### src/rtl/fpsm_ram.sv
module fpsm_ram #(
    parameter int unsigned WIDTH = 32,
    parameter int unsigned DEPTH = 16,
    localparam int unsigned AW = (DEPTH > 1) ? $clog2(DEPTH) : 1
) (
    input  logic             i_clk,
    input  logic             i_we,
    input  logic [AW-1:0]    i_waddr,
    input  logic [WIDTH-1:0] i_wdata,
    input  logic [AW-1:0]    i_raddr,
    output logic [WIDTH-1:0] o_rdata
);

    logic [WIDTH-1:0] r_mem [DEPTH];
    logic [WIDTH-1:0] r_rdata;

    // Write port and registered read port
    always_ff @(posedge i_clk) begin
        if (i_we) begin
            r_mem[i_waddr] <= i_wdata;
        end
        r_rdata <= r_mem[i_raddr];
    end

    assign o_rdata = r_rdata;

endmodule

### config.mk
export PLATFORM = sky130hd
export DESIGN_NAME = fpsm_ram
export DESIGN_NICKNAME = d
export VERILOG_FILES = /design/src/rtl/fpsm_ram.sv
export SDC_FILE = /design/constraint.sdc
export NUM_CORES = 1
export LEC_CHECK = 0
export ABC_AREA = 1
export BUFFER_PORTS_ARGS = -buffer_cell sky130_fd_sc_hd__buf_4
export CELL_PAD_IN_SITES_DETAIL_PLACEMENT = 2
export CELL_PAD_IN_SITES_GLOBAL_PLACEMENT = 2
export CORE_MARGIN = 8
export CORE_UTILIZATION = 42
export CTS_CLUSTER_SIZE = 24
export DETAILED_ROUTE_END_ITERATION = 16
export GPL_TIMING_DRIVEN = 0
export PLACE_DENSITY = 0.77
export SLEW_MARGIN = 10
export SYNTH_ARGS = -nofsm -noshare
export SYNTH_HDL_FRONTEND = slang
export SYNTH_SLANG_ARGS = --single-unit
### constraint.sdc
create_clock -name i_clk -period 2.7 [get_ports i_clk]
set_clock_uncertainty 0.1 [all_clocks]
set_input_delay 0.135 -clock i_clk [delete_from_list [all_inputs] [get_ports i_clk]]
set_output_delay 0.135 -clock i_clk [all_outputs]
set_load 0.02 [all_outputs]
==> metrics.log <==
[metrics] number of instances in the synthesized netlist: ~2,100
[metrics] unrepaired setup endpoints after global routing: no
[metrics] slack of the worst reg-to-reg path: 1.02 ns
[metrics] worst slew margin relative to its limit: roughly a quarter
[metrics] cell count after placement: 2,905
[metrics] detailed-route wire length per cell: 27.2 um
[metrics] Mapped Area: ~0.023 mm^2
[metrics] standard cell core area: between 0.05 and 0.06 mm^2
[metrics] commonest cells after routing, fill and taps aside: sky130_fd_sc_hd__nand2_1 (677), sky130_fd_sc_hd__edfxtp_1 (512), sky130_fd_sc_hd__inv_1 (388)
[metrics] Worst Hold Class: in -> reg
[metrics] count of standard-cell rows: 85
[metrics] detailed-route DRC error count: 0
[metrics] share of power burned in the clock network: 42.2%
[metrics] estimated wirelength of the detail-placed design: 53,100 um
[metrics] antenna violations before repair: 1
[metrics] Die W: around 250 um
[metrics] 1st-pass router iterations: 5
[metrics] worst reg2reg endpoint: o_rdata[0]
[metrics] global-route usage over all layers: 26.4%
[metrics] most common library cell in the layout ignoring fill and taps: sky130_fd_sc_hd__nand2_1
[metrics] maximum number of pins on one net before global-route repair: 22
[metrics] power per standard cell area: approximately 710 mW/mm^2
[metrics] first-pass GRT wire length: around 120,000 um
[metrics] ranking of synthesized cells by area: sky130_fd_sc_hd__edfxtp_1 (68%), sky130_fd_sc_hd__nand2_1 (11%), sky130_fd_sc_hd__nand3_1 (8.5%)
[metrics] xor and xnor area share after synthesis: 0%
[metrics] share of post-route cells with drive strength above 1: 11.5%
[metrics] vias in the first global route: approximately 19,000
[metrics] Ant. Diodes: 0
[metrics] Overflow after GRT: 0
[metrics] critical path, cell by cell: dlygate4sd3_1 -> clkbuf_1 -> inv_1 -> buf_1 -> nand3_1 -> nand2_1
[metrics] Seq/Total Area, Yosys: slightly above 70%
[metrics] quantity of gates resized following cts: 0
[metrics] launching point of the worst reg2reg path: r_mem[6][0]
[metrics] Synth Area in Compound Gates: 0%
[metrics] non-filler instance count after layout: roughly 3,000
[metrics] Placer Congestion: ~0.77
[metrics] static leakage: 11.5 nW
[metrics] die height: roughly 250 um
[metrics] Register-to-Register Path Depth: 7
[metrics] Worst Tran Pin Value: between 1 and 1.5 ns
[metrics] Design Power: ~19 mW
[metrics] Yosys warning total: 0
[metrics] final period demand of the worst path: ~2.0 ns
[metrics] sort of element at the start of the critical path: primary input
[metrics] Final Hold Vio Count: 0
[metrics] number of buffers created by CTS: between 50 and 60
[metrics] Adder-Cell Fraction of Synth Area: 0%
[metrics] Setup Buffers After CTS: 0
[metrics] Net Sw Power: 4.51 mW
[metrics] worst hold slack across all endpoints: around 0.030 ns
[metrics] ANT nets after route: 0
[metrics] Critical Path End Type: flip-flop
[metrics] Avg Cell Area, Syn: 10.7 um^2
[metrics] category of the most critical setup path: in -> reg
[metrics] floorplan die area: ~0.06 mm^2
[metrics] f_max: ~500 MHz
[metrics] post-placement worst setup slack: between 0.6 and 0.7 ns
[metrics] dpl cell area: approximately 0.025 mm^2
[metrics] multiplexer share of the synthesized area: 0%
[metrics] clk_lat worst skew: 0.62 ns
[metrics] CTS tree: yes
[metrics] worst path required time: 3.15 ns
[metrics] worst supply voltage drop on vdd: between 500 and 600 uV
[metrics] worst-case hold path end point: o_rdata[2]
[metrics] average vias per placed instance: between 5 and 6
[metrics] Yosys reg bits: 544
[metrics] biggest cell delay along the critical path: ~0.68 ns
[metrics] depth of the CTS H-tree: 2
[metrics] Yosys top cell area share: between 60% and 70%
[metrics] Sinks on Clock Net: 544
[metrics] library cell contributing the largest single delay on the critical path: sky130_fd_sc_hd__buf_1
[metrics] utilization after layout: 50.1%
[metrics] final non-filler cell area: 0.0269 mm^2
[metrics] part of the power in registers: approximately 50%
[metrics] maximum count of clock buffers along a single path: 3
[metrics] Slew Limit Fails: 0
[metrics] Internal Dissipation: 14.6 mW
[metrics] status: finished clean
[metrics] Max Cap Viol: 0
[metrics] Switching Share: between 20% and 30%
[metrics] layout overhead on the synthesized area: 18.4%
[metrics] highest fanout seen on the critical path: 10
[metrics] post-synthesis cell type count: 15
[metrics] via count: between 15,000 and 20,000
[metrics] final net count: around 2,300
[metrics] Data arrival, critical path: about 2.5 ns
[metrics] Gate power share: 8.0%
[metrics] DRT Wirelength: ~83,000 um
[metrics] combinational family with the most area after synthesis: simple AND/OR/NAND/NOR gates
[metrics] cell chosen for the clock root: sky130_fd_sc_hd__clkbuf_16
[metrics] Boundary Pins: 74
[metrics] Final setup viols: 0
[metrics] post-layout worst setup margin: roughly 0.7 ns
[metrics] share of the cycle needed by the critical path after routing: approximately three quarters
[metrics] area share of and/or/nand/nor cells after synthesis: 20.0%
[metrics] Buffers on Ports: between 70 and 80
[metrics] Initial Utilization: approximately 42%
[metrics] post-synthesis cell type with the largest combined area: sky130_fd_sc_hd__edfxtp_1
[metrics] source of the worst hold timing path: i_raddr[2]
[metrics] Hold Crit Depth: 5
[metrics] setup TNS after final layout: 0 ns
[metrics] starting DRC count in detailed routing: approximately 1,200
[metrics] Worst-path clk slew: about 0.060 ns
[metrics] Net Count, Synth: approximately 2,200
[metrics] Top delay family on crit path: buffers and inverters
[metrics] Buf/Inv on CP: 4
-- cells in the mapped netlist (all sizes together) --
| library cell | instances |
|---|---|
| nand3 | 385 |
| nand2 | 677 |
| dfxtp | 32 |
| nor2 | 17 |
| edfxtp | 512 |
| buf | 91 |
| clkbuf | 14 |
| nand3b | 2 |
| inv | 390 |
-- tightest hold or removal path, cell delays in order --
cell,delay (ns)
sky130_fd_sc_hd__buf_4,0.12
sky130_fd_sc_hd__inv_2,0.13
sky130_fd_sc_hd__nand3_1,0.14
sky130_fd_sc_hd__nand3_1,0.10
sky130_fd_sc_hd__nand2_1,0.09
-- worst max-delay path by stage --
stage / from / to / slack (ns) / cells past startpoint
final: i_raddr[3] / o_rdata[17] / 0.70 / 6
after global routing: i_raddr[3] / o_rdata[17] / 0.74 / 6
after CTS: i_raddr[3] / o_rdata[17] / 0.73 / 6
after detailed placement: i_waddr[2] / r_mem[8][26] / 0.60 / 4
after global placement: i_we / r_mem[15][30] / -1.59 / 3
after floorplan: i_waddr[2] / r_mem[10][0] / 0.47 / 2
-- area by class of cell --
cell class                      instances  area [um^2]
Inverter                              390         1470
Multi-Input combinational cell       1081         4670
Clock buffer                           92         1750
Fill cell                            5383        26800
Clock inverter                         16          159
Tap cell                              696          871
Buffer                                105          702
Sequential cell                       544        16000
Timing Repair Buffer                  123         1280
-- timing repair --
| action | 4_1_cts | 5_1_grt |
|---|---|---|
| hold buffers | 34 | 0 |
| endpoints found under the hold margin | 513 | 0 |
| setup endpoints to repair | 0 | 0 |
-- power by group through the flow --
stage	registers [mW]	clock network (mW)	logic (mW)
global placement	9.67	0	1.34
floorplan	9.73	0	0.644
global route	9.51	8.40	1.63
CTS	9.50	8.14	1.54
finish	9.50	8.07	1.53
detailed placement	9.68	0	1.46
-- sequential cells by signal, indices dropped and copies added (netlist names) --
name / cells
r_mem: 512
o_rdata: 32
-- cell families (layout without fill, tap and decap cells) --
family	Yosys count	in the layout
DFF	544	544
buffers and inverters	495	726
and+or+nand+nor	1081	1081
-- per-layer routing --
layer / up-vias / track usage (%) / share of wire [%]
li1: 7221 / - / -
met3: 180 / 3.58 / 4.8
met2: 517 / 46.4 / 50
met5: - / 0 / 0.023
met4: 2 / 11.1 / 4.2
met1: 8704 / 32.3 / 41
Note: power is estimated with default switching activity, not from simulation.
