[src/rtl/fpsm_pkg.sv]
package fpsm_pkg;

    // Default sizing
    localparam int unsigned MEM_WORDS_DEF = 4096;
    localparam int unsigned FRAC_BITS_DEF = 16;
    localparam int unsigned RET_DEPTH_DEF = 16;
    localparam logic [31:0] SENTINEL_DEF  = 32'hFFFF_FFFF;

    // Fixed field widths
    localparam int unsigned WORD_W   = 32;
    localparam int unsigned CMD_W    = 5;
    localparam int unsigned PC_W     = 12;
    localparam int unsigned TICK_W   = 16;
    localparam int unsigned RET_SKIP = 2;

    typedef enum logic [CMD_W-1:0] {
        OP_PUSH, OP_POP, OP_LOAD, OP_STORE, OP_PEEK, OP_POKE, OP_CALL, OP_RET,
        OP_JUMP, OP_JZ, OP_JNZ, OP_ADD, OP_SUB, OP_MUL, OP_DIV, OP_NEG,
        OP_EQ, OP_NEQ, OP_GT, OP_LT, OP_GEQ, OP_LEQ, OP_LAND, OP_LOR,
        OP_LNOT, OP_BAND, OP_BOR, OP_BNOT, OP_SHL, OP_SHR, OP_WAIT, OP_NOP
    } t_op;

    typedef enum logic [2:0] {
        ST_CLEAR, ST_IDLE, ST_RD0, ST_RD1, ST_RD2, ST_EXEC, ST_DIV, ST_WB
    } t_state;

    typedef struct packed {
        logic [CMD_W-1:0]  cmd;
        logic [WORD_W-1:0] operand;
        logic [PC_W-1:0]   current_address;
    } t_in;

    typedef struct packed {
        logic              jump_taken;
        logic [PC_W-1:0]   jump_target;
        logic              sleep_load;
        logic [TICK_W-1:0] sleep_ticks;
        logic              guard_blocked;
        logic              return_overflow;
    } t_out;

    typedef struct packed {
        logic              done;
        logic [WORD_W-1:0] quot;
    } t_div_res;

    // Two-operand ALU ops
    function automatic logic f_is_binary(input logic [CMD_W-1:0] c);
        logic r;
        unique case (t_op'(c))
            OP_ADD, OP_SUB, OP_MUL, OP_DIV, OP_EQ, OP_NEQ, OP_GT, OP_LT,
            OP_GEQ, OP_LEQ, OP_LAND, OP_LOR, OP_BAND, OP_BOR, OP_SHL,
            OP_SHR: r = 1'b1;
            default: r = 1'b0;
        endcase
        return r;
    endfunction

    // Stack words an op consumes before it may run
    function automatic logic [1:0] f_min_depth(input logic [CMD_W-1:0] c);
        logic [1:0] r;
        unique case (t_op'(c))
            OP_POP, OP_STORE, OP_PEEK, OP_JZ, OP_JNZ, OP_NEG, OP_LNOT,
            OP_BNOT, OP_WAIT: r = 2'd1;
            OP_POKE: r = 2'd2;
            default: r = f_is_binary(c) ? 2'd2 : 2'd0;
        endcase
        return r;
    endfunction

endpackage

[src/rtl/fpsm_alu.sv]
module fpsm_alu #(
    parameter int unsigned FRAC_BITS = fpsm_pkg::FRAC_BITS_DEF,
    parameter logic [31:0] SENTINEL_VALUE = fpsm_pkg::SENTINEL_DEF
) (
    input  logic        i_clk,
    input  logic [4:0]  i_cmd,
    input  logic [31:0] i_a,
    input  logic [31:0] i_b,
    input  logic [31:0] i_quot,
    output logic [31:0] o_res
);

    localparam logic [31:0] ONE = 32'd1 << FRAC_BITS;

    logic signed [63:0] r_prod, n_prod;
    logic [31:0] amt;
    logic        long_sh;

    // Register the product before scaling
    assign n_prod = $signed(i_a) * $signed(i_b);

    always_ff @(posedge i_clk) begin
        r_prod <= n_prod;
    end

    assign amt     = i_b >> FRAC_BITS;
    assign long_sh = |amt[31:5];

    // Top of stack is b; the word below it is a
    always_comb begin
        unique case (fpsm_pkg::t_op'(i_cmd))
            fpsm_pkg::OP_ADD:  o_res = i_a + i_b;
            fpsm_pkg::OP_SUB:  o_res = i_a - i_b;
            fpsm_pkg::OP_MUL:  o_res = r_prod[FRAC_BITS +: 32];
            fpsm_pkg::OP_DIV:  o_res = (i_b == 32'd0) ? SENTINEL_VALUE : i_quot;
            fpsm_pkg::OP_NEG:  o_res = 32'd0 - i_b;
            fpsm_pkg::OP_EQ:   o_res = (i_a == i_b) ? ONE : 32'd0;
            fpsm_pkg::OP_NEQ:  o_res = (i_a != i_b) ? ONE : 32'd0;
            fpsm_pkg::OP_GT:   o_res = (i_a >  i_b) ? ONE : 32'd0;
            fpsm_pkg::OP_LT:   o_res = (i_a <  i_b) ? ONE : 32'd0;
            fpsm_pkg::OP_GEQ:  o_res = (i_a >= i_b) ? ONE : 32'd0;
            fpsm_pkg::OP_LEQ:  o_res = (i_a <= i_b) ? ONE : 32'd0;
            fpsm_pkg::OP_LAND: o_res = ((i_a != 0) && (i_b != 0)) ? ONE : 32'd0;
            fpsm_pkg::OP_LOR:  o_res = ((i_a != 0) || (i_b != 0)) ? ONE : 32'd0;
            fpsm_pkg::OP_LNOT: o_res = (i_b == 32'd0) ? ONE : 32'd0;
            fpsm_pkg::OP_BAND: o_res = i_a & i_b;
            fpsm_pkg::OP_BOR:  o_res = i_a | i_b;
            fpsm_pkg::OP_BNOT: o_res = ~i_b;
            fpsm_pkg::OP_SHL:  o_res = long_sh ? 32'd0 : (i_a << amt[4:0]);
            fpsm_pkg::OP_SHR:  o_res = long_sh ? 32'd0 : (i_a >> amt[4:0]);
            default:           o_res = 32'd0;
        endcase
    end

endmodule

[config.mk]
export PLATFORM = sky130hd
export DESIGN_NAME = fpsm_alu
export DESIGN_NICKNAME = d
export VERILOG_FILES = /design/src/rtl/fpsm_pkg.sv /design/src/rtl/fpsm_alu.sv
export SDC_FILE = /design/constraint.sdc
export NUM_CORES = 2
export LEC_CHECK = 0
export ABC_AREA = 1
export BUFFER_PORTS_ARGS = -buffer_cell sky130_fd_sc_hd__buf_2
export CELL_PAD_IN_SITES_DETAIL_PLACEMENT = 0
export CELL_PAD_IN_SITES_GLOBAL_PLACEMENT = 1
export CORE_MARGIN = 3
export CORE_UTILIZATION = 49
export DETAILED_ROUTE_END_ITERATION = 7
export PLACE_DENSITY = 0.9
export SYNTH_ARGS = -nofsm -noshare
export SYNTH_HDL_FRONTEND = slang
export SYNTH_SLANG_ARGS = --single-unit
[constraint.sdc]
create_clock -name i_clk -period 10.1 [get_ports i_clk]
set_input_delay 3.03 -clock i_clk [delete_from_list [all_inputs] [get_ports i_clk]]
set_output_delay 3.03 -clock i_clk [all_outputs]
set_load 0.02 [all_outputs]
==> results.ini <==
[status]
status=finished clean

[clock_tree]
clk_pin_slew_ns=0.05
htreeDepth=2
cts_buffers=5
post_cts_buffers=0
root_buffer=clkbuf_16
cts_max_path_buffers=2
cts.sinks=32
cts_tree=built

[floorplan]
die_height_um=297
core_um2=83800
top_level_ports=134
dieWidth_um=297
initial_core_util_pct=49.6
dieArea_um2=88400
rows=106

[cells_and_area]
regMostFlops=r_prod
utilization_pct=53.2
nFillCells=8528
largest_register_ffs=32
layout-drive-gt1-share_pct=7.09
top_regs=r_prod (32)
fin_cells=7291
fin_nets=7350
area_growth_pct=7.17

[global_routing]
antenna_found_initial=12
gr-usage-all-layers_pct=38.9
grt_pass1_wl_mm=256
grt_max_degree=63
grt_pass1_vias=40600
overflow=0

[logic_synthesis]
synth_flop_cell=dfxtp_1
synth_top_cell_area_share_pct=40.5
synth_common_cells=nand2_1 (1,689), inv_1 (1,511), fa_1 (840)
syn_nets=7279
synth_warnings=0
synth_edf_count=0
seq_area_frac_synth_pct=1.54
synth_top_area_cell=fa_1
async_flop_share_pct=0
yosysMostFrequentCell=nand2_1
synth.distinct_cells=52
synth.area.top_cells=fa_1 (40%), nand2_1 (15%), inv_1 (14%)
syn_area_per_cell_um2=6.84
syn_area_um2=41600
synthesis.instances=6077
ys_ff_latch=32

[hold_path]
whs_path_depth=11
hold_start=i_b[15]
hold_path_class=primary input to flop
holdPathEnd=r_prod[47]$_DFF_P_

[critical_path]
cp_max_fo=7
path_class=primary input to flop
cp_data_required_time_ns=10.28
cp-end-kind=flop
cp_slowest_cell=fa_1
critPathLaunch=i_b[18]
crit_chain=buf_2, ha_1, inv_1, fa_1, inv_1, fa_1, fa_1, fa_1, fa_1, fa_1, fa_1, fa_1, ha_1, a21o_1, a21boi_0, o21ai_0, a21oi_1, nand3_1, nand3_1, nand2_1
max_stage_delay_ns=0.61
cp_data_arrival_time_ns=9.95
cpMostUsedCell=fa_1
critPathLaunchType=primary input

[timing]
setup_viol=0
rsz0062_at_grt=false
tightest_slew_ns=1.29
slew-limit-headroom_pct=13.6
hold_ws_ns=3.94
timing.fmax_ghz=0.102
final-hold-violation-count=0
timing.final.crit_period_ns=9.77
timing.setup.tns_ns=0
drv_slew=0
timing.final.crit_share_pct=96.8

[drt]
wl_per_cell_um=23.8
drt_iter0_markers=4749
via_count=40800
drc=0
viasPerCell=5.60
dr.pass1.iters=7
final_antenna_net_count=0
routed_wl_mm=173

[placement]
dpl.hpwl_mm=147
dp.cells=7275
gp_congestion=1.07
port_buffers=133

[run]
maxCapViolCount=0

==> through the flow <==
step | worst slack, ns | area (um^2)
after detailed placement | 0.0917 | 44400
after global routing | 0.0550 | 44500
final | 0.327 | 44600
after CTS | 0.367 | 44500
after floorplan | 0.530 | 41600
after global placement | 0.126 | 44400
==> cells by family after synthesis <==
kind of cell	share of synthesized area (%)
xor+xnor	0.780
fa+ha+maj	48.3
compound gates	7.01
flops	1.54
buf+inv	16.9
simple gates	25.5
==> how the worst max path moves through the flow <==
stage,to,cells after the start
finish,r_prod[47]$_DFF_P_,20
floorplan,r_prod[46]$_DFF_P_,26
global placement,r_prod[44]$_DFF_P_,24
CTS,r_prod[44]$_DFF_P_,24
global route,r_prod[47]$_DFF_P_,26
detailed placement,r_prod[44]$_DFF_P_,24
==> worst max-delay path: cells and delay by family <==
family,cells,cell delay [ns]
fa+ha+maj,10,4.88
compound gates,4,1.13
buf+inv,3,0.64
simple gates,3,0.28
==> what timing repair did <==
action,4_1_cts,5_1_grt
setup endpoints to repair,0,1
gates resized for setup,0,1
hold endpoints to repair,0,0
hold buffers,0,0
==> cells in the final DEF (no fill, tap or decap), types with 5 or more instances in the layout <==
cell type / instances
nand2_2: 9
nand3_2: 6
a31oi_1: 12
xnor2_1: 15
fa_1: 840
buf_2: 131
o21bai_1: 22
nor2_4: 9
and2_1: 10
dfxtp_1: 32
inv_2: 18
o2111ai_1: 6
o211ai_1: 18
nand3b_1: 7
xor2_1: 22
a21oi_1: 187
nand2_1: 1689
clkbuf_16: 5
buf_4: 200
or2_2: 5
ha_1: 260
o21ai_1: 19
a221oi_1: 8
nor2_2: 14
diode_2: 9
nor3_1: 40
a21o_1: 16
nor2_1: 315
inv_1: 1511
nand3_1: 391
o22ai_1: 20
a21boi_0: 10
o21a_1: 7
buf_12: 26
nor4_1: 10
nand4_1: 46
o21ai_0: 178
and3_1: 5
==> routing by layer <==
layer | part of all wire, % | up-vias | GRT usage [%]
li1 | - | 18000 | -
met1 | 38 | 20100 | 50.9
met2 | 44 | 2253 | 59.7
met3 | 10 | 496 | 7.01
met4 | 8.1 | 2 | 25.1
met5 | 0.0046 | - | 0
==> cell type report <==
cell class,count,area (um^2),area share (%)
repair buffers,358,2690,6.03
multi-input cells,4218,33900,76.1
inverters,1533,5760,12.9
diodes,9,22.5,0.0505
clock buffers,6,129,0.289
clock inverters,1,5.00,0.0112
well taps,1134,1420,3.18
flip-flops and latches,32,641,1.44
Power is not shown: default switching activity piles up to over one toggle a cycle in this logic, so the estimate is an artifact.
