### config.mk
export PLATFORM = sky130hd
export DESIGN_NAME = fpsm_div
export DESIGN_NICKNAME = d
export VERILOG_FILES = /design/src/rtl/fpsm_pkg.sv /design/src/rtl/fpsm_div.sv
export SDC_FILE = /design/constraint.sdc
export NUM_CORES = 1
export LEC_CHECK = 0
export CAP_MARGIN = 25
export CORE_UTILIZATION = 27
export DETAILED_ROUTE_END_ITERATION = 8
export DONT_BUFFER_PORTS = 1
export PLACE_DENSITY_LB_ADDON = 0.08
export REMOVE_ABC_BUFFERS = 1
export SYNTH_ARGS = -nofsm -noshare
export SYNTH_HDL_FRONTEND = slang
export SYNTH_SLANG_ARGS = --single-unit
### constraint.sdc
create_clock -name i_clk -period 10 [get_ports i_clk]
set_input_delay 2 -clock i_clk [delete_from_list [all_inputs] [get_ports i_clk]]
set_output_delay 2 -clock i_clk [all_outputs]
set_load 0.1 [all_outputs]
### src/rtl/fpsm_pkg.sv
package fpsm_pkg;

    // Default sizing
    localparam int unsigned MEM_WORDS_DEF = 4096;
    localparam int unsigned FRAC_BITS_DEF = 16;
    localparam int unsigned RET_DEPTH_DEF = 16;
    localparam logic [31:0] SENTINEL_DEF  = 32'hFFFF_FFFF;

    // Fixed field widths
    localparam int unsigned WORD_W   = 32;
    localparam int unsigned CMD_W    = 5;
    localparam int unsigned PC_W     = 12;
    localparam int unsigned TICK_W   = 16;
    localparam int unsigned RET_SKIP = 2;

    typedef enum logic [CMD_W-1:0] {
        OP_PUSH, OP_POP, OP_LOAD, OP_STORE, OP_PEEK, OP_POKE, OP_CALL, OP_RET,
        OP_JUMP, OP_JZ, OP_JNZ, OP_ADD, OP_SUB, OP_MUL, OP_DIV, OP_NEG,
        OP_EQ, OP_NEQ, OP_GT, OP_LT, OP_GEQ, OP_LEQ, OP_LAND, OP_LOR,
        OP_LNOT, OP_BAND, OP_BOR, OP_BNOT, OP_SHL, OP_SHR, OP_WAIT, OP_NOP
    } t_op;

    typedef enum logic [2:0] {
        ST_CLEAR, ST_IDLE, ST_RD0, ST_RD1, ST_RD2, ST_EXEC, ST_DIV, ST_WB
    } t_state;

    typedef struct packed {
        logic [CMD_W-1:0]  cmd;
        logic [WORD_W-1:0] operand;
        logic [PC_W-1:0]   current_address;
    } t_in;

    typedef struct packed {
        logic              jump_taken;
        logic [PC_W-1:0]   jump_target;
        logic              sleep_load;
        logic [TICK_W-1:0] sleep_ticks;
        logic              guard_blocked;
        logic              return_overflow;
    } t_out;

    typedef struct packed {
        logic              done;
        logic [WORD_W-1:0] quot;
    } t_div_res;

    // Two-operand ALU ops
    function automatic logic f_is_binary(input logic [CMD_W-1:0] c);
        logic r;
        unique case (t_op'(c))
            OP_ADD, OP_SUB, OP_MUL, OP_DIV, OP_EQ, OP_NEQ, OP_GT, OP_LT,
            OP_GEQ, OP_LEQ, OP_LAND, OP_LOR, OP_BAND, OP_BOR, OP_SHL,
            OP_SHR: r = 1'b1;
            default: r = 1'b0;
        endcase
        return r;
    endfunction

    // Stack words an op consumes before it may run
    function automatic logic [1:0] f_min_depth(input logic [CMD_W-1:0] c);
        logic [1:0] r;
        unique case (t_op'(c))
            OP_POP, OP_STORE, OP_PEEK, OP_JZ, OP_JNZ, OP_NEG, OP_LNOT,
            OP_BNOT, OP_WAIT: r = 2'd1;
            OP_POKE: r = 2'd2;
            default: r = f_is_binary(c) ? 2'd2 : 2'd0;
        endcase
        return r;
    endfunction

endpackage

### src/rtl/fpsm_div.sv
module fpsm_div #(
    parameter int unsigned FRAC_BITS = fpsm_pkg::FRAC_BITS_DEF
) (
    input  logic                i_clk,
    input  logic                i_rst_n,
    input  logic                i_start,
    input  logic [31:0]         i_a,
    input  logic [31:0]         i_b,
    output fpsm_pkg::t_div_res  o_res
);

    localparam int unsigned NW = 32 + FRAC_BITS;
    localparam int unsigned CW = $clog2(NW + 1);

    logic [NW-1:0] r_num, n_num;
    logic [32:0]   r_rem, n_rem;
    logic [31:0]   r_den;
    logic          r_neg;
    logic [CW-1:0] r_cnt;
    logic          r_busy;
    logic          r_done;

    logic [31:0] mag_a, mag_b, q_lo;
    logic [32:0] rem_sh, rem_diff;
    logic        ge;

    assign mag_a = i_a[31] ? (32'd0 - i_a) : i_a;
    assign mag_b = i_b[31] ? (32'd0 - i_b) : i_b;

    // One restoring step per cycle on magnitudes
    always_comb begin
        rem_sh   = {r_rem[31:0], r_num[NW-1]};
        rem_diff = rem_sh - {1'b0, r_den};
        ge       = rem_sh >= {1'b0, r_den};
        n_rem    = ge ? rem_diff : rem_sh;
        n_num    = {r_num[NW-2:0], ge};
    end

    always_ff @(posedge i_clk) begin
        if (!i_rst_n) begin
            r_busy <= 1'b0;
            r_done <= 1'b0;
            r_cnt  <= '0;
        end else begin
            r_done <= 1'b0;
            if (i_start) begin
                r_busy <= 1'b1;
                r_cnt  <= CW'(NW);
            end else if (r_busy) begin
                r_cnt <= r_cnt - CW'(1);
                if (r_cnt == CW'(1)) begin
                    r_busy <= 1'b0;
                    r_done <= 1'b1;
                end
            end
        end
    end

    // Load operands, then shift the quotient in
    always_ff @(posedge i_clk) begin
        if (i_start) begin
            r_num <= NW'(mag_a) << FRAC_BITS;
            r_rem <= '0;
            r_den <= mag_b;
            r_neg <= i_a[31] ^ i_b[31];
        end else if (r_busy) begin
            r_num <= n_num;
            r_rem <= n_rem;
        end
    end

    assign q_lo       = r_num[31:0];
    assign o_res.done = r_done;
    assign o_res.quot = r_neg ? (32'd0 - q_lo) : q_lo;

endmodule

==> results of run 1 <==
[layer usage]
metal / GRT usage / vias up / routed length [µm]
met5: 0 / - / 0
met4: 0.0570 / 0 / 458
met3: 0.0269 / 26 / 697
met2: 0.245 / 102 / 11000
met1: 0.203 / 3220 / 11400
li1: - / 3446 / -
[final cells by class]
type,instances,area [µm²],share of cell area
Clock inverter,6,45.0,0.00450
Tap cell,396,495,0.0495
Sequential cell,121,3080,0.308
Timing Repair Buffer,36,480,0.0480
Clock buffer,26,577,0.0577
Multi-Input combinational cell,712,5140,0.514
Inverter,51,191,0.0191
[state kept, by name, summed over array words and instances (netlist names)]
name	cells
r_num	48
r_den	32
r_rem	32
r_cnt	6
r_busy	1
r_done	1
r_neg	1
[through the flow]
stage	power [µW]	utilization	setup slack, ps	hold slack, ps
5_1_grt	1930	0.328	3360	497
4_1_cts	1860	0.328	3560	483
3_5_place_dp	1210	0.307	4040	474
3_3_place_gp	1150	0.296	3710	471
2_1_floorplan	1040	-	3680	452
6_report	1840	0.328	3600	484
[power by group]
part / switching (µW) / leakage [µW] / internal [µW] / total (µW)
Clock: 239 / 0.000304 / 399 / 638
Sequential: 43.7 / 0.00112 / 575 / 619
Combinational: 353 / 0.00259 / 226 / 579
Total: 636 / 0.00401 / 1200 / 1840
[synth_stat cells, drive strengths merged (13+ instances only)]
cell type | n | share of area
a22o | 30 | 0.031
a21oi | 49 | 0.029
o31ai | 28 | 0.025
mux2i | 23 | 0.028
nand2 | 63 | 0.028
dfxtp | 56 | 0.13
a211oi | 25 | 0.022
edfxtp | 65 | 0.23
nor2 | 87 | 0.039
nand3 | 13 | 0.0078
clkbuf | 43 | 0.019
ha | 37 | 0.055
nor3 | 16 | 0.0096
o21ai | 49 | 0.029
a21o | 15 | 0.013
nand2b | 14 | 0.010
inv | 51 | 0.023
xnor2 | 106 | 0.11
or4 | 20 | 0.022
[cell usage in the layout, fill, tap and decap left out, types with 7 or more instances in the layout]
cell type  instances
nor2_1            86
xnor2_1           76
edfxtp_1          65
nand2_1           63
dfxtp_1           55
inv_1             51
a21oi_1           49
o21ai_0           48
ha_1              37
a22o_1            30
xnor2_2           30
o31ai_1           28
a211oi_1          25
mux2i_1           23
clkbuf_16         20
buf_4             18
nor3_1            16
a21o_1            15
nand2b_1          14
nand3_1           13
xor2_1            12
buf_8             12
nor4_1            11
or4_1             11
nand4_1           10
or3_1             10
o41ai_1           10
a31oi_1            9
or4_4              8
o21a_1             7
o21bai_1           7
[cells by family (layout without fill, tap and decap cells)]
logic type                 Yosys count  count (layout)  synth area share
buffers and inverters              102             119            0.0468
and+or+nand+nor                    271             271             0.163
muxes                               23              23            0.0275
AOI/OAI and AO/OA                  262             262             0.215
xor gates and xnor gates           118             118             0.123
adders and majority gates           38              38            0.0577
DFF                                121             121             0.367
[how the worst max path moves through the flow]
stage / from / endpoint / slack, ps / depth (start not counted)
after floorplan: r_num[0] / o_res[28] / 3680 / 10
final: r_num[2] / o_res[28] / 3600 / 10
after detailed placement: r_num[2] / o_res[28] / 4040 / 10
after global routing: r_num[2] / o_res[28] / 3360 / 10
after global placement: r_num[0] / o_res[28] / 3710 / 10
after CTS: r_num[2] / o_res[28] / 3560 / 10
[worst max-delay path: stages, from the launching register on]
cell	delay, ps
dfxtp_1	380
nor4_1	390
nand2_1	170
or3_1	390
or4_4	440
or4_4	460
or4_4	490
or4_4	490
o31ai_1	350
xnor2_2	170
buf_8	220
==> run_results.csv, run 1 <==
group,metric,value,unit
run_status,status,"finished clean",
logic_synthesis,synth_edf_count,65,
route,drt_iter0_drc,231,
logic_synthesis,synthCells,935,
route,drtPass1Iterations,4,
layout,design_area,0.0100,mm²
route,avgRoutedWirePerCell,17.5,µm
grt,grt_max_degree,126,
power,p_leak,0.00401,µW
route,avgViaCountPerCell,5.04,
die,coreArea,0.0305,mm²
sta,post-route-period-util,0.640,
grt,antenna_found_initial,0,
sta,fin_worst_skew,14.1,ps
die,initial_core_util,0.274,
placement,port-buffer-count,0,
clock_tree,clk_path_buf_depth,2,
sta,slew-limit-headroom,0.322,
clock_tree,cts_sinks,121,
sta,rsz0062_at_grt,"no",
worst_setup_path,cp.arrival,4400,ps
layout,drive_above_1_share,0.125,
power,power.density,183,mW/mm²
worst_setup_path,r2r_start,"r_den[6]",
worst_setup_path,r2r-end,"r_rem[27]",
route,vias,6794,
layout,fillers,3180,
clock_tree,cts_root_buf,"clkbuf_16",
grt,first_global_vias,6552,
sta,max_freq,0.156,GHz
hold_path,hold_depth,2,
worst_setup_path,crit_type,"flip-flop to output port",
worst_setup_path,ff2ff_path_depth,12,
sta,hold_viol,0,
clock_tree,insertion_delay,430,ps
hold_path,hp-start,"r_rem[20]",
hold_path,worstHoldEndpoint,"r_rem[20]",
grt,grtUsageTotal,0.152,
placement,placed_area,0.00938,mm²
layout,nets,1044,
layout,diodes,0,
die,ios,100,
logic_synthesis,synthArstFlopShare,0,
sta,tightest_slew,1010,ps
clock_tree,cts_setup_buffers,0,
power,irDropWorstVdd,0.129,mV
worst_setup_path,ff2ff_setup_slack,6290,ps
grt,grt_pass1_wl,37.2,mm
worst_setup_path,critPathLaunchType,"flip-flop",
logic_synthesis,synth_ff_type,"edfxtp_1",
hold_path,min_path_type,"flip-flop to flip-flop",
worst_setup_path,end_kind,"output port",
layout,syn_to_final_growth,19.5,%
logic_synthesis,ys_types,62,
logic_synthesis,ys_ff_latch,121,
die,die_w,178,µm
placement,routabilityCongestion,0.789,
logic_synthesis,yosysWarningCount,0,
clock_tree,ctsHtreeMaxLevel,4,
route,drcViolationCount,0,
die,dieArea,0.0317,mm²
layout,final_cells,1348,
clock_tree,cts_tree,"done",
placement,placedCellCount,1316,
worst_setup_path,required,8000,ps
route,wl,23.6,mm
clock_tree,cts_resized,0,
die,fp.dieH,178,µm
worst_setup_path,cp_max_fo,6,
placement,dp_hpwl,16.9,mm
logic_synthesis,syn_area,0.00837,mm²
sta,timing.final.max_slew_violations,0,
sta,setup_viol_count_final,0,
run,maxCapViolCount,0,
clock_tree,clk_pin_slew_worst_paths,70,ps
sta,period_minus_slack,6400,ps
clock_tree,numCtsBuffers,17,
grt,overflow,0,
sta,setup_tns,0,ps
clock_tree,cts_hold_buffers,0,
logic_synthesis,ys_seq_area_frac,0.367,
logic_synthesis,syn_avg_cell_area,8.95,µm²
route,antenna_left,0,
die,row_count,64,
No activity file was read; power rests on OpenSTA's default activity.
==> run 2: changes to the inputs <==
==> constraint.sdc (replaced) <==
create_clock -name i_clk -period 6.3 [get_ports i_clk]
set_input_delay 1.26 -clock i_clk [delete_from_list [all_inputs] [get_ports i_clk]]
set_output_delay 1.26 -clock i_clk [all_outputs]
set_load 0.1 [all_outputs]
==> run 2 against run 1 <==
Wire length is 1.7% lower. Worst setup slack lost 2900 ps. Count of clock-buffer cells in the layout fell by 6. Power increased by 54%. Sequential share of layout area increased by 0.20 points. Sequential cell count unchanged. Via count about the same. Critical path depth is the same. Worst hold slack got worse by 2.2 ps. Combinational power rose by 60%. Non-clock buffer count up 1. Critical path type unchanged. Largest cell class unchanged. Highest routed layer unchanged.
==> run_results.csv, run 2 (synthesis gave the netlist of run 1 again) <==
group,metric,value,unit
run_status,status,"finished clean",
worst_setup_path,crit_chain,"nor4_1 > nand2_1 > or3_1 > or4_4 > or4_4 > or4_4 > or4_4 > o31ai_1 > xnor2_2 > buf_8",
power,pwr-share-comb,0.328,
route,wl,23.2,mm
layout,drive_above_1_share,0.123,
worst_setup_path,critPathBufInv,1,
die,ios,100,
grt,grt_max_degree,126,
worst_setup_path,cpMaxStageDelayCell,"or4_4",
sta,hold_viol,0,
power,p_switching,1000,µW
grt,first_global_vias,6707,
layout,diodes,0,
route,vias,6792,
die,coreArea,0.0305,mm²
sta,setup_viol_count_final,0,
clock_tree,cts_tree,"done",
sta,post-route-period-util,0.894,
worst_setup_path,cp-endpoint,"o_res[28]",
sta,period_minus_slack,5630,ps
die,row_count,64,
clock_tree,ctsHtreeMaxLevel,4,
layout,max_flop_register,"r_num",
worst_setup_path,cp_max_fo,6,
power,p_int,1820,µW
worst_setup_path,ff2ff_path_depth,12,
die,dieArea,0.0317,mm²
clock_tree,cts_root_buf,"clkbuf_16",
worst_setup_path,r2r-end,"r_rem[27]",
worst_setup_path,r2r_start,"r_den[6]",
clock_tree,cts_sinks,121,
layout,syn_to_final_growth,18.8,%
sta,postLayoutSetupSlackWorst,666,ps
placement,routabilityCongestion,0.776,
clock_tree,numCtsBuffers,17,
grt,grt_pass1_wl,37.2,mm
worst_setup_path,cp.depth,10,
sta,max_freq,0.178,GHz
route,avgViaCountPerCell,5.03,
clock_tree,cts_setup_buffers,0,
worst_setup_path,ff2ff_setup_slack,2720,ps
layout,nets,1045,
placement,dp_worst_setup_slack,1090,ps
grt,antenna_found_initial,0,
power,p_leak,0.00397,µW
clock_tree,cts_hold_buffers,0,
worst_setup_path,cp_top_family,"simple AND/OR/NAND/NOR gates",
layout,final_cells,1349,
sta,setup_tns,0,ps
worst_setup_path,cp.arrival,4370,ps
power,clkPwrFrac,0.328,
clock_tree,clk_pin_slew_worst_paths,50,ps
power,irDropWorstVdd,0.196,mV
sta,timing.final.max_slew_violations,0,
route,antenna_left,0,
clock_tree,clk_path_buf_depth,2,
worst_setup_path,critPathLaunchType,"flip-flop",
power,power_frac_seq,0.344,
hold_path,min_path_type,"flip-flop to flip-flop",
layout,largest_reg_flops,48,
route,drt_iter0_drc,413,
worst_setup_path,required,5040,ps
layout,layout_commonest_cell,"nor2_1",
worst_setup_path,end_kind,"output port",
layout,reg.largest.list,"r_num (48), r_den (32), r_rem (32)",
layout,layout.cells.most_common_list,"nor2_1, xnor2_1, edfxtp_1",
worst_setup_path,slowest_delay,490,ps
worst_setup_path,crit_type,"flip-flop to output port",
die,fp.dieH,178,µm
worst_setup_path,crit_start,"r_num[2]",
power,p_total,2820,µW
grt,overflow,0,
sta,tightest_slew,980,ps
run,maxCapViolCount,0,
route,avgRoutedWirePerCell,17.2,µm
route,drtPass1Iterations,4,
sta,fin_worst_skew,13.0,ps
power,power.density,284,mW/mm²
power,swShare,0.355,
placement,placedCellCount,1316,
sta,slew-limit-headroom,0.340,
die,initial_core_util,0.274,
die,die_w,178,µm
grt,grtUsageTotal,0.152,
route,drcViolationCount,0,
placement,port-buffer-count,0,
clock_tree,cts_resized,0,
layout,fillers,3205,
worst_setup_path,cp_common_cell,"or4_4",
clock_tree,insertion_delay,430,ps
placement,dp_hpwl,16.7,mm
sta,rsz0062_at_grt,"no",
==> run 2: worst min path at each step <==
stage               from  depth (start not counted)   endpoint  slack (ps)
2_1_floorplan  r_rem[23]                          2  r_rem[23]         450
3_3_place_gp   r_rem[23]                          2  r_rem[23]         470
3_5_place_dp   r_rem[23]                          2  r_rem[23]         470
4_1_cts        r_rem[23]                          2  r_rem[23]         480
5_1_grt        r_rem[16]                          2  r_rem[16]         520
6_report       r_rem[23]                          2  r_rem[23]         480
==> run 2: through the flow <==
stage | utilization | instance area [µm²] | hold WS (ps)
floorplan | - | 8170 | 452
global placement | 0.296 | 9040 | 472
detailed placement | 0.307 | 9360 | 474
CTS | 0.325 | 9910 | 481
global route | 0.326 | 9940 | 521
finish | 0.326 | 9940 | 482
==> run 2: layout make-up <==
type	instances	area [µm²]	share of cell area
Timing Repair Buffer	37	488	0.0491
Inverter	51	191	0.0193
Tap cell	396	495	0.0498
Multi-Input combinational cell	712	5140	0.517
Sequential cell	121	3080	0.310
Clock inverter	12	104	0.0104
Clock buffer	20	447	0.0449
==> run 2: worst register-to-register path, stage by stage (launching register included) <==
cell	delay (ps)
edfxtp_1	320
inv_1	50
ha_1	400
o211ai_1	110
nor2_1	140
a21boi_0	470
nor3_1	130
o21ai_0	640
a2111oi_0	250
buf_4	200
or4_1	480
and4_1	180
o21ai_0	140
==> run 2: metal layers <==
metal / track usage / up-vias / routed length [µm]
met5: 0 / - / 0
met4: 0.0538 / 0 / 433
met3: 0.0339 / 22 / 798
met2: 0.245 / 97 / 10800
met1: 0.197 / 3230 / 11200
li1: - / 3443 / -
==> run 2: power groups by stage <==
stage          sequential, µW  clock, µW  combinational [µW]
3_3_place_gp             1000          0                 829
2_1_floorplan             975          0                 670
6_report                  971        925                 927
3_5_place_dp              996          0                 922
4_1_cts                   981        959                 927
5_1_grt                   981        989                1010
==> run 3: changes to the inputs <==
--- a/config.mk
+++ b/config.mk
@@ -5,8 +5,9 @@
 export SDC_FILE = /design/constraint.sdc
 export NUM_CORES = 1
 export LEC_CHECK = 0
+export ABC_AREA = 1
 export CAP_MARGIN = 25
-export CORE_UTILIZATION = 27
+export CORE_UTILIZATION = 30
 export DETAILED_ROUTE_END_ITERATION = 8
 export DONT_BUFFER_PORTS = 1
 export PLACE_DENSITY_LB_ADDON = 0.08
==> run 3 against run 2 <==
Cell area is 13% higher. Synthesized cell count is 62% higher. Fmax is 21% higher. Global-route usage is 3.7 points higher. Non-clock buffer count is 10 lower. Synthesized area is 17% higher. Worst hold slack worse by 15 ps. Power is 13% lower. Worst setup slack better by 960 ps. Sequential power is 6.0% lower. Clock power is 10% higher. Count of clock-buffer cells in the layout is 3 lower. Highest routed layer unchanged.
==> run_results.csv, run 3 <==
group,metric,value,unit
run_status,status,"finished clean",
die,ios,100,
worst_setup_path,r2r_start,"r_den[30]",
sta,post-route-period-util,0.741,
logic_synthesis,synth_edf_count,65,
layout,layout_commonest_cell,"nand2_1",
logic_synthesis,ys_ff_latch,121,
power,pwr-share-comb,0.216,
placement,placedCellCount,1942,
grt,overflow,0,
placement,dp_hpwl,23.6,mm
hold_path,min_path_type,"flip-flop to flip-flop",
layout,final_cells,1974,
power,swShare,0.342,
hold_path,hp-start,"r_rem[17]",
logic_synthesis,synth_xor_area_frac,0.0610,
clock_tree,cts_resized,0,
sta,postLayoutSetupSlackWorst,1630,ps
die,fp.dieH,182,µm
sta,slew-limit-headroom,0.272,
worst_setup_path,cpMaxStageDelayCell,"nand2_1",
worst_setup_path,ff2ff_path_depth,14,
logic_synthesis,synth_mux_area_frac,0,
power,irDropWorstVdd,0.184,mV
power,p_leak,0.00552,µW
worst_setup_path,crit_chain,"nor3_1 > nand3_1 > nor3_1 > nand2_1 > nor2_2 > nand4_1 > nand2_1 > nand2_1 > nand2_1",
layout,seq_area,0.00307,mm²
clock_tree,numCtsBuffers,17,
power,p_switching,844,µW
logic_synthesis,syn_area,0.00977,mm²
route,vias,9123,
placement,dp_worst_setup_slack,2090,ps
worst_setup_path,critPathLaunchType,"flip-flop",
grt,first_global_vias,9199,
layout,diodes,0,
power,clkPwrFrac,0.414,
logic_synthesis,ys_types,46,
route,drt_iter0_drc,455,
layout,syn_to_final_growth,15.5,%
sta,setup_tns,0,ps
route,avgRoutedWirePerCell,15.2,µm
route,wl,30.0,mm
logic_synthesis,synth_top_cell_area_share,0.200,
logic_synthesis,synth_fa_ha_area_frac,0.0495,
clock_tree,cts_tree,"done",
run,maxCapViolCount,0,
clock_tree,clk_pin_slew_worst_paths,60,ps
placement,port-buffer-count,0,
logic_synthesis,ys_seq_area_frac,0.315,
worst_setup_path,slowest_delay,690,ps
power,p_int,1620,µW
worst_setup_path,cp_common_cell,"nand2_1",
route,drtPass1Iterations,5,
worst_setup_path,required,5040,ps
die,initial_core_util,0.307,
power,power_frac_seq,0.370,
logic_synthesis,yosysWarningCount,0,
sta,fin_worst_skew,10.8,ps
layout,largest_reg_flops,48,
logic_synthesis,synth-simple-area-share,0.370,
hold_path,worstHoldEndpoint,"r_rem[17]",
route,avgViaCountPerCell,4.62,
layout,drive_above_1_share,0.0760,
sta,timing.final.max_slew_violations,0,
logic_synthesis,synth_top_family_by_area,"simple AND/OR/NAND/NOR gates",
clock_tree,ctsHtreeMaxLevel,4,
die,die_w,182,µm
power,power.density,219,mW/mm²
layout,multi_input_area,0.00570,mm²
logic_synthesis,synthArstFlopShare,0,
grt,grtUsageTotal,0.189,
clock_tree,cts_setup_buffers,0,
worst_setup_path,ff2ff_setup_slack,3550,ps
clock_tree,cts_hold_buffers,0,
logic_synthesis,synth_top_area_cell,"edfxtp_1",
logic_synthesis,synth_ff_type,"edfxtp_1",
sta,tightest_slew,1090,ps
worst_setup_path,r2r-end,"r_rem[27]",
layout,reg.largest.list,"r_num (48), r_den (32), r_rem (32)",
clock_tree,cts_sinks,121,
layout,fillers,3548,
hold_path,hold_depth,2,
die,row_count,65,
logic_synthesis,synthTopCellsByArea,"edfxtp_1, nand2_1, dfxtp_1",
worst_setup_path,cp.arrival,3410,ps
sta,max_freq,0.214,GHz
grt,grt_max_degree,59,
clock_tree,insertion_delay,430,ps
worst_setup_path,end_kind,"output port",
placement,placed_area,0.0107,mm²
grt,grt_pass1_wl,48.8,mm
logic_synthesis,synth_compound_area_frac,0.0849,
worst_setup_path,cp_max_fo,7,
sta,hold_viol,0,
placement,routabilityCongestion,0.888,
die,dieArea,0.0333,mm²
logic_synthesis,syn_avg_cell_area,6.45,µm²
route,antenna_left,0,
layout,max_flop_register,"r_num",
route,drcViolationCount,0,
worst_setup_path,cp.depth,9,
logic_synthesis,synthCells,1515,
logic_synthesis,yosysMostFrequentCell,"nand2_1",
logic_synthesis,yosys-top-cells-count,"nand2_1, inv_1, nand3_1, nor2_1, edfxtp_1",
layout,design_area,0.0113,mm²
clock_tree,cts_root_buf,"clkbuf_16",
grt,antenna_found_initial,0,
clock_tree,clk_path_buf_depth,2,
sta,rsz0062_at_grt,"no",
sta,period_minus_slack,4670,ps
worst_setup_path,crit_type,"flip-flop to output port",
die,coreArea,0.0318,mm²
sta,setup_viol_count_final,0,
worst_setup_path,cp_top_family,"simple AND/OR/NAND/NOR gates",
layout,layout.cells.most_common_list,"nand2_1, inv_1, nand3_1",
worst_setup_path,critPathBufInv,0,
layout,nets,1631,
==> run 3: changes by cell type after synthesis, moves of 25 or more <==
| cell | change |
|---|---|
| nand2_1 | +432 |
| nor2_1 | +28 |
| xnor2_1 | -87 |
| o31ai_1 | -25 |
| xor2_1 | +37 |
| inv_1 | +211 |
| a22o_1 | -30 |
| nand3_1 | +115 |
==> run 3: layer usage <==
| metal | global-route usage | vias to the layer above | wire (µm) |
|---|---|---|---|
| li1 | - | 4816 | - |
| met1 | 0.237 | 4163 | 13900 |
| met2 | 0.322 | 123 | 14400 |
| met3 | 0.0421 | 21 | 1320 |
| met4 | 0.0541 | 0 | 403 |
| met5 | 0 | - | 0 |
==> run 3: worst max path at each step <==
stage           endpoint  startpoint  slack [ps]
2_1_floorplan  o_res[30]    r_num[0]        1590
3_3_place_gp   o_res[28]    r_num[0]        1740
3_5_place_dp   o_res[31]    r_num[0]        2090
4_1_cts        o_res[26]    r_num[0]        1600
5_1_grt        o_res[26]    r_num[0]        1330
6_report       o_res[29]    r_num[0]        1630
==> run 3: cells by family after synthesis <==
group / count (synthesis)
AND/OR/NAND/NOR: 837
buffers and inverters: 303
AO/OA/AOI/OAI: 148
flip-flops: 121
XOR/XNOR: 68
adder cells (fa/ha/maj): 38
==> run 3: metrics by stage <==
stage	hold WS (ps)	utilization	power, µW
5_1_grt	493	0.355	2580
3_5_place_dp	457	0.336	1470
2_1_floorplan	444	-	1320
6_report	468	0.355	2460
4_1_cts	468	0.355	2510
3_3_place_gp	464	0.326	1440
==> run 3: power by group through the flow <==
stage	combinational (µW)	clock (µW)	sequential (µW)
4_1_cts	538	1060	914
2_1_floorplan	393	0	925
3_5_place_dp	536	0	931
6_report	533	1020	913
5_1_grt	583	1080	919
3_3_place_gp	506	0	930
==> run 3: cell type report <==
class                           count  share of cell area
Clock inverter                     15              0.0145
Clock buffer                       17              0.0377
Tap cell                          435              0.0483
Sequential cell                   121               0.272
Multi-Input combinational cell   1091               0.505
Timing Repair Buffer               27              0.0324
Inverter                          268              0.0892
==> run 3: tightest hold or removal path, stage by stage (launching register included) <==
cell     delay [ps]
dfxtp_1         320
nand2_1          60
nand2_1          40
